### config.mk
export PLATFORM = sky130hd
export DESIGN_NAME = sorted_list_insert_delete
export DESIGN_NICKNAME = d
export VERILOG_FILES = /design/src/sv/sli_pkg.sv /design/src/sv/sorted_list_insert_delete.sv /design/src/sv/sli_cell.sv
export SDC_FILE = /design/constraint.sdc
export NUM_CORES = 2
export LEC_CHECK = 0
export ABC_AREA = 1
export BUFFER_PORTS_ARGS = -buffer_cell sky130_fd_sc_hd__buf_2
export CAP_MARGIN = 10
export CELL_PAD_IN_SITES_DETAIL_PLACEMENT = 1
export CELL_PAD_IN_SITES_GLOBAL_PLACEMENT = 2
export CORE_MARGIN = 5
export CORE_UTILIZATION = 34
export DETAILED_ROUTE_END_ITERATION = 10
export PLACE_DENSITY = 0.87
export SYNTH_ARGS = -nofsm -noshare
export SYNTH_HDL_FRONTEND = slang
export SYNTH_SLANG_ARGS = --single-unit
### constraint.sdc
create_clock -name clk_i -period 4.6 [get_ports clk_i]
set_input_delay 0.46 -clock clk_i [delete_from_list [all_inputs] [get_ports clk_i]]
set_output_delay 0.46 -clock clk_i [all_outputs]
set_load 0.05 [all_outputs]
### src/sv/sli_pkg.sv
// package for the sorted list insert/delete block
// shared types: operation and status codes, per-cycle cell command
// no dependencies
package sli_pkg;

  localparam int unsigned VALUE_W = 32;
  localparam int unsigned COUNT_W = 5;

  typedef enum logic {
    OP_INSERT = 1'b0,
    OP_DELETE = 1'b1
  } sli_op_e;

  typedef enum logic [1:0] {
    ST_INSERTED = 2'd0,
    ST_DELETED  = 2'd1,
    ST_NOTFOUND = 2'd2,
    ST_FULL     = 2'd3
  } sli_status_e;

  // broadcast to every cell in the row
  typedef struct packed {
    logic                      ins;
    logic                      del;
    logic signed [VALUE_W-1:0] value;
  } sli_cmd_t;

endpackage

### src/sv/sorted_list_insert_delete.sv
// top level of the sorted list insert/delete block
// a row of sli_cell instances plus count, pending and output registers
// depends on sli_pkg and sli_cell
//
//  channel  valid        stall        word
//  in       in_valid_i   in_stall_o   operation_i, value_i
//  out      out_valid_o  out_stall_i  status_o, count_o, nonempty_o,
//                                     min_value_o, max_value_o
//
// one word per cycle unless the output stalls; each result passes the pending
// and output registers; the cell row updates in the accept cycle, and min and
// max are read from the cells as pending moves out, so they never stall input
// reset clears the count and the handshake state; cell contents are not reset
// a stalled output holds the result and stalls the input once the
// pending stage is also full
module sorted_list_insert_delete import sli_pkg::*; #(
  parameter int unsigned CAPACITY = 16
) (
  input  logic                      clk_i,
  input  logic                      rst_ni,
  input  logic                      in_valid_i,
  output logic                      in_stall_o,
  input  logic                      operation_i,
  input  logic signed [VALUE_W-1:0] value_i,
  output logic                      out_valid_o,
  input  logic                      out_stall_i,
  output logic [1:0]                status_o,
  output logic [COUNT_W-1:0]        count_o,
  output logic                      nonempty_o,
  output logic signed [VALUE_W-1:0] min_value_o,
  output logic signed [VALUE_W-1:0] max_value_o
);

  localparam int unsigned CW = $clog2(CAPACITY + 1);

  logic [CW-1:0]             count_q, count_d;
  logic                      pend_q, pend_d;
  sli_status_e               pend_status_q, pend_status_d;
  logic                      out_valid_q, out_valid_d;
  sli_status_e               out_status_q;
  logic [COUNT_W-1:0]        out_count_q;
  logic                      out_nonempty_q;
  logic signed [VALUE_W-1:0] out_min_q, out_max_q;

  logic signed [VALUE_W-1:0] cell_val [CAPACITY];
  logic [CAPACITY-1:0]       cell_le, cell_eq, cell_occ, cell_last;

  logic                      accept, move, full, found;
  sli_cmd_t                  cmd;
  logic signed [VALUE_W-1:0] max_sel, min_sel;
  logic [CW+COUNT_W-1:0]     count_ext;

  assign move       = pend_q && (!out_valid_q || !out_stall_i);
  assign in_stall_o = pend_q && !move;
  assign accept     = in_valid_i && !in_stall_o;
  assign full       = (count_q == CW'(CAPACITY));
  assign found      = |cell_eq;

  assign cmd.ins   = accept && (operation_i == OP_INSERT) && !full;
  assign cmd.del   = accept && (operation_i == OP_DELETE) && found;
  assign cmd.value = value_i;

  for (genvar i = 0; i < CAPACITY; i++) begin : g_cell
    logic                      left_le;
    logic signed [VALUE_W-1:0] left_val, right_val;

    assign cell_occ[i]  = (CW'(i) < count_q);
    assign cell_last[i] = (count_q == CW'(i + 1));

    if (i == 0) begin : g_first
      assign left_le  = 1'b1;
      assign left_val = value_i;
    end else begin : g_mid
      assign left_le  = cell_le[i-1];
      assign left_val = cell_val[i-1];
    end

    if (i == CAPACITY - 1) begin : g_end
      assign right_val = cell_val[i];
    end else begin : g_inner
      assign right_val = cell_val[i+1];
    end

    sli_cell u_cell (
      .clk_i       (clk_i),
      .cmd_i       (cmd),
      .occ_i       (cell_occ[i]),
      .left_le_i   (left_le),
      .left_val_i  (left_val),
      .right_val_i (right_val),
      .val_o       (cell_val[i]),
      .le_o        (cell_le[i]),
      .eq_o        (cell_eq[i])
    );
  end

  always_comb begin
    count_d       = count_q;
    pend_status_d = pend_status_q;
    if (accept) begin
      if (operation_i == OP_INSERT) begin
        pend_status_d = full ? ST_FULL : ST_INSERTED;
        if (!full) begin
          count_d = count_q + CW'(1);
        end
      end else begin
        pend_status_d = found ? ST_DELETED : ST_NOTFOUND;
        if (found) begin
          count_d = count_q - CW'(1);
        end
      end
    end
  end

  always_comb begin
    pend_d = pend_q;
    if (accept) begin
      pend_d = 1'b1;
    end else if (move) begin
      pend_d = 1'b0;
    end
    out_valid_d = out_valid_q && out_stall_i;
    if (move) begin
      out_valid_d = 1'b1;
    end
  end

  // largest value sits in the last occupied cell
  always_comb begin
    max_sel = '0;
    for (int i = 0; i < CAPACITY; i++) begin
      max_sel = max_sel | (cell_val[i] & {VALUE_W{cell_last[i]}});
    end
    min_sel = cell_occ[0] ? cell_val[0] : '0;
  end

  assign count_ext = {{COUNT_W{1'b0}}, count_q};

  always_ff @(posedge clk_i or negedge rst_ni) begin
    if (!rst_ni) begin
      count_q     <= '0;
      pend_q      <= 1'b0;
      out_valid_q <= 1'b0;
    end else begin
      count_q     <= count_d;
      pend_q      <= pend_d;
      out_valid_q <= out_valid_d;
    end
  end

  always_ff @(posedge clk_i) begin
    pend_status_q <= pend_status_d;
    if (move) begin
      out_status_q   <= pend_status_q;
      out_count_q    <= count_ext[COUNT_W-1:0];
      out_nonempty_q <= cell_occ[0];
      out_min_q      <= min_sel;
      out_max_q      <= max_sel;
    end
  end

  assign out_valid_o = out_valid_q;
  assign status_o    = out_status_q;
  assign count_o     = out_count_q;
  assign nonempty_o  = out_nonempty_q;
  assign min_value_o = out_min_q;
  assign max_value_o = out_max_q;

endmodule

### src/sv/sli_cell.sv
// one cell of the sorted row: holds one stored value
// compares against the broadcast word and shifts from a neighbor
// depends on sli_pkg
module sli_cell import sli_pkg::*; (
  input  logic                      clk_i,
  input  sli_cmd_t                  cmd_i,
  input  logic                      occ_i,
  input  logic                      left_le_i,
  input  logic signed [VALUE_W-1:0] left_val_i,
  input  logic signed [VALUE_W-1:0] right_val_i,
  output logic signed [VALUE_W-1:0] val_o,
  output logic                      le_o,
  output logic                      eq_o
);

  logic signed [VALUE_W-1:0] val_q, val_d;
  logic                      lt;

  assign le_o = occ_i && (val_q <= cmd_i.value);
  assign lt   = occ_i && (val_q <  cmd_i.value);
  assign eq_o = occ_i && (val_q == cmd_i.value);
  assign val_o = val_q;

  always_comb begin
    val_d = val_q;
    if (cmd_i.ins && !le_o) begin
      val_d = left_le_i ? cmd_i.value : left_val_i;
    end else if (cmd_i.del && !lt) begin
      val_d = right_val_i;
    end
  end

  always_ff @(posedge clk_i) begin
    val_q <= val_d;
  end

endmodule

### After elaboration in Yosys (flattened, before gate mapping)

Cells that the tools add are included.

| cells by class | value |
|---|---|
| eq/ne operators | 34 |
| magnitude comparators | 47 |
| bitwise logic cells | 32 |
| reduce and logical (&&, ||, !) cells | 141 |
| mux-type cells | 54 |
| $add $sub $neg | 2 |

Operators with widths:

| cell | number |
|---|---|
| $mux 32 | 45 |
| $and 32x32->32 | 16 |
| $eq 32x32->1 | 16 |
| $le 32x32->1 | 16 |
| $lt 32x32->1 | 15 |
| $or 32x32->32 | 15 |
| $logic_and 1x1->1 | 86 |
| $eq 5x4->1 const B | 8 |
| $lt 4x5->1 const A | 8 |
| $logic_not 1->1 | 36 |
| $reduce_bool 2->1 | 16 |
| $eq 5x3->1 const B | 4 |
| $lt 3x5->1 const A | 4 |
| $reduce_or 16->1 | 1 |
| $mux 5 | 3 |
| $eq 5x2->1 const B | 2 |
| $lt 1x5->1 const A | 2 |
| $lt 2x5->1 const A | 2 |
| $mux 2 | 3 |
| $add 5x1->5 const B | 1 |
| $eq 5x1->1 const B | 1 |
| $eq 5x5->1 const B | 1 |
| $sub 5x1->5 const B | 1 |
| $mux 1 | 3 |
| 5 further kinds | 5 |

| storage, ports and cells | value |
|---|---|
| output and inout bits | 74 |
| flip-flop bits (word level) | 593 |
| word-level logic and storage cells | 335 |

### Longest topological paths before layout

| depth | value |
|---|---|
| word-level depth | 17 |
| gate-level depth with buffers | 20 |
| depth with buffers taken out | 19 |

### Cells and area by module

From an unflattened synthesis, not the netlist that was laid out.

| second synthesis, totals | value |
|---|---|
| cells, all modules | 7191 |
| area total of the unflattened synthesis | 51578.2 µm² |

Modules (own cells, without submodules):

| module | area each (µm²) | times used | sequential area each (µm²) | cells each |
|---|---|---|---|---|
| sli_cell | 2696.3 | 16 | 960.9 | 360 |
| sorted_list_insert_delete | 8436.8 | 1 | 2397.3 | 1431 |

### Least setup slack after synthesis

OpenSTA, ideal clock, no wires.

| timing | value |
|---|---|
| path type | register to register |
| start | register out_valid_q (netlist: out_valid_o) |
| end | register out_count_q[0] (netlist: count_o[0]), enable pin |
| library setup time | 0.526 ns |
| arrival time | 4.164 ns |
| required time | 4.074 ns |
| period minus slack after synthesis | 4.690 ns |
| cell stages (with the launch flop) | 2 |
| slack | -0.090 ns |
| path buffers | 0 |
| path through | dfrtp_1 -> a21oi_1 |

| on the way | value |
|---|---|
| cells in the longest elaborated chain, start to end | 3 |

RTL lines:

| item | line | source |
|---|---|---|
| from (decl) | sorted_list_insert_delete.sv:39 | `logic out_valid_q, out_valid_d;` |
| from (signal assigned) | sorted_list_insert_delete.sv:147 | `out_valid_q <= out_valid_d;` |
| $logic_not 1->1 | sorted_list_insert_delete.sv:53 | `assign move = pend_q && (!out_valid_q \|\| !out_stall_i);` |
| $logic_or 1x1->1 | sorted_list_insert_delete.sv:53 |  |
| $logic_and 1x1->1 | sorted_list_insert_delete.sv:53 |  |
| via move | sorted_list_insert_delete.sv:48 | `logic accept, move, full, found;` |
| to (signal assigned) | sorted_list_insert_delete.sv:155 | `out_count_q <= count_ext[COUNT_W-1:0];` |
| to (decl) | sorted_list_insert_delete.sv:41 | `logic [COUNT_W-1:0] out_count_q;` |

The timed path passes the listed nets, and every way through them passes these cells.
A chain may end at the register's enable or synchronous reset.

### Worst setup path after layout

| timing | value |
|---|---|
| start | register count_q[1] |
| end | register out_max_q[14] (netlist: max_value_o[14]) (data pin) |

| on the way | value |
|---|---|
| cells in the longest elaborated chain, start to end | 17 |
| elaborated cells on any way between the ends | 47 |
| classes of those cells | 16 x eq/ne; 31 x bitwise |

RTL lines:

| item | line | source |
|---|---|---|
| from (decl) | sorted_list_insert_delete.sv:36 | `logic [CW-1:0] count_q, count_d;` |
| from (signal assigned) | sorted_list_insert_delete.sv:145 | `count_q <= count_d;` |
| $eq 5x1->1 / $eq 5x2->1 (equally long branches) | sorted_list_insert_delete.sv:68 | `assign cell_last[i] = (count_q == CW'(i + 1));` |
| $and 32x32->32 | sorted_list_insert_delete.sv:132 | `max_sel = max_sel \| (cell_val[i] & {VALUE_W{cell_last[i]}});` |
| $or 32x32->32 (14 in series) | sorted_list_insert_delete.sv:132 |  |
| $or 32x32->32 * | sorted_list_insert_delete.sv:132 |  |
| via max_sel[14] | sorted_list_insert_delete.sv:50 | `logic signed [VALUE_W-1:0] max_sel, min_sel;` |
| to (signal assigned) | sorted_list_insert_delete.sv:158 | `out_max_q <= max_sel;` |
| to (decl) | sorted_list_insert_delete.sv:43 | `logic signed [VALUE_W-1:0] out_min_q, out_max_q;` |

The timed path passes the listed nets; every way through them passes the cells marked *.

==> impl_metrics.ini <==
[status]
status = finished clean

[cts]
clk_pin_slew_ps = 60
cts.htree.levels = 3
cts_root_buffer = clkbuf_16
cts_sinks = 593
numCtsBuffers = 77
cts_tree = done
cts_buffer_depth = 3
clk_latency_ps = 700

[power_and_ir_drop]
power_frac_comb_pct = 46.2
netSwitchingFraction_pct = 46.9
power_frac_seq_pct = 31.3
p_sw_mw = 12.7
p_total_mw = 27.2
irDropWorstVdd_mv = 0.447
leakagePower_nw = 25.8
powerDensity_nw_per_um2 = 510
pwr-share-clk_pct = 22.5
internal_power_mw = 14.4

[placement]
port-buffer-count = 110
dpl.cell_count = 8190
gp_congestion = 0.968
hpwlAfterDp_mm = 173

[hold_path]
hold_class = in2reg

[critical_path]
cp-end-kind = register
critPathMaxStageDelay_ps = 940
crit_top_cell = nand2_1
path_class = reg2reg
cp-startpoint = count_q[1]$_DFFE_PN0P_
cp_max_fo = 16
r2r_slack_ps = 620
endpoint = max_value_o[14]$_DFFE_PP_
start_kind = register
r2r.worst_path.cells = 7
r2r-end = max_value_o[14]$_DFFE_PP_
cp_cell_sequence = nand2_1 -> inv_2 -> nand2_1 -> buf_4 -> o22ai_1 -> a2111oi_0 -> nand3_1
r2r-start = count_q[1]$_DFFE_PN0P_
critPathSlowestCell = nand2_1
worstPathRequired_ps = 4920
crit_arrival_ps = 4300

[grt]
first_global_vias = 47400
grt_usage_pct = 28.5
antenna_found_initial = 14
overflow = 0
grt_max_degree = 51
grt_pass1_wl_mm = 314

[timing]
fin_crit_sh_pct = 86.5
post-route-min-period_ps = 3980
worst_slew_pin_slew_ps = 1250
rsz0062_at_grt = false
setup_viol = 0
max_freq_mhz = 251
slew_headroom_pct = 16.4
drv_slew = 0
setup_tns_ps = 0
fin_worst_skew_ps = 35.2
hold_viol = 0

[logic_synthesis]
synth_cell_types = 48
async_reset_ff_share_pct = 1.18
synth_flop_cell = edfxtp_1
syn_avg_cell_area_um2 = 7.41
syn_inst = 6386
ys_seq_elements = 593
syn_nets = 6940
synth_edf_count = 586
yosys_warnings = 0
syn-cell-area_um2 = 47300
ys_seq_area_share_pct = 37.6

[drt]
drc = 0
ant_nets = 0
routed_wl_mm = 215
first_pass_iters = 5
vias = 47700
drt_iter0_drc = 5040
routedWlPerCell_um = 25.9
viasPerCell = 5.73

[layout]
fin_util_pct = 38.6
layout.cells.non_filler = 8323
drive_above_1_share_pct = 7.94
fillers = 17000
area_growth_pct = 12.5
nets = 7030

[floorplanning]
die_w_um = 383
die_area_um2 = 147000
start_util_pct = 34.3
rows = 136
core-area_um2 = 138000
die_y_um = 383
io_pins = 111

[run]
cap_violations = 0
[power by group through the flow]
stage          Sequential, mW  Clock, mW  Combinational [mW]
4_1_cts                  8.45       6.19                12.3
2_1_floorplan            8.78          0                7.10
3_3_place_gp             8.51          0                11.9
5_1_grt                  8.56       6.37                13.5
6_report                 8.50       6.10                12.6
3_5_place_dp             8.55          0                12.2
[state kept, by name, summed over array words and instances, names as in the netlist, 2 cells and up]
signal and flops:
status_o 2, min_value_o 32, max_value_o 32, count_o 5, count_q 5, g_cell.u_cell.val_o 512
pend_status_q 2
[cells by family after synthesis]
| family | Yosys count | share of synthesized area, % |
|---|---|---|
| AO/OA/AOI/OAI | 612 | 7.77 |
| flip-flops | 593 | 37.6 |
| XOR/XNOR | 7 | 0.130 |
| buffers and inverters | 895 | 7.59 |
| AND/OR/NAND/NOR | 3762 | 33.3 |
| adder cells (fa/ha/maj) | 517 | 13.7 |
[metrics by stage]
| step | setup slack, ps | hold slack, ps | area, um^2 |
|---|---|---|---|
| 4_1_cts | 979 | 23.0 | 53200 |
| 6_report | 623 | 60.8 | 53200 |
| 2_1_floorplan | 335 | 164 | 47300 |
| 3_5_place_dp | 355 | 313 | 50800 |
| 3_3_place_gp | 413 | 305 | 50800 |
| 5_1_grt | 753 | 73.7 | 53200 |
[final cells by class]
type	count	area [um^2]	area share (%)
Timing Repair Buffer	320	2570	4.82
Antenna cell	3	7.51	0.0141
Clock inverter	35	347	0.651
Clock buffer	94	2040	3.84
Inverter	586	2200	4.14
Sequential cell	593	17800	33.4
Tap cell	1794	2240	4.22
Multi-Input combinational cell	4898	26100	48.9
[cells in the final DEF (no fill, tap or decap), types with 31 or more instances in the layout]
master,instances
nand2_1,2512
nand3_1,827
edfxtp_1,586
inv_1,563
ha_1,517
nor2_1,248
a21oi_1,225
buf_4,174
o21ai_0,117
buf_2,110
o22ai_1,103
clkbuf_16,78
nand4_1,50
buf_12,35
nand3_2,31
[worst min-delay path by stage]
stage / startpoint / endpoint / cells past startpoint
final: out_stall_i / out_valid_o$_DFF_PN0_ / 3
after floorplan: rst_ni / count_q[0]$_DFFE_PN0P_ / 0
after global routing: out_stall_i / out_valid_o$_DFF_PN0_ / 3
after global placement: rst_ni / pend_q$_DFFE_PN0P_ / 1
after CTS: out_stall_i / out_valid_o$_DFF_PN0_ / 3
after detailed placement: rst_ni / out_valid_o$_DFF_PN0_ / 1
[metal layers]
metal,global-route usage [%],share of wire [%],up-vias
met5,0,0.013,-
met4,8.17,3.0,4
met3,6.04,10,326
met2,44.8,43,2235
met1,39.5,43,23600
li1,-,-,21600
[cells in the mapped netlist, types with 9 or more instances]
| library cell | n | area [um^2] |
|---|---|---|
| nand2_1 | 2517 | 9450 |
| nand3_1 | 838 | 4190 |
| edfxtp_1 | 586 | 17600 |
| inv_1 | 563 | 2110 |
| ha_1 | 517 | 6470 |
| nor2_1 | 253 | 950 |
| a21oi_1 | 227 | 1140 |
| clkbuf_1 | 152 | 571 |
| o21ai_0 | 117 | 586 |
| buf_2 | 108 | 541 |
| o22ai_1 | 103 | 644 |
| nand4_1 | 50 | 313 |
| a22o_1 | 29 | 254 |
| nor3_1 | 28 | 140 |
| a2111oi_0 | 27 | 236 |
| o21a_1 | 27 | 203 |
| buf_1 | 25 | 93.8 |
| a211oi_1 | 23 | 173 |
| nand3b_1 | 23 | 173 |
| buf_4 | 21 | 158 |
| inv_2 | 20 | 75.1 |
| nand3_2 | 20 | 200 |
| a21o_1 | 17 | 128 |
| o21ai_1 | 13 | 65.1 |
| o2111ai_1 | 12 | 105 |
| nand2_2 | 9 | 56.3 |
[worst max-delay path, delay by kind of cell, from the launching register on]
kind	cells	cell delay, ps
simple gates	3	1710
compound gates	2	520
flops	1	710
buf+inv	2	620
[timing repair]
item,in CTS,in global routing
hold buffers,1,0
resized for setup,0,0
setup buffers,0,0
endpoints found under the hold margin,7,0
(Power assumes the default switching activity.)
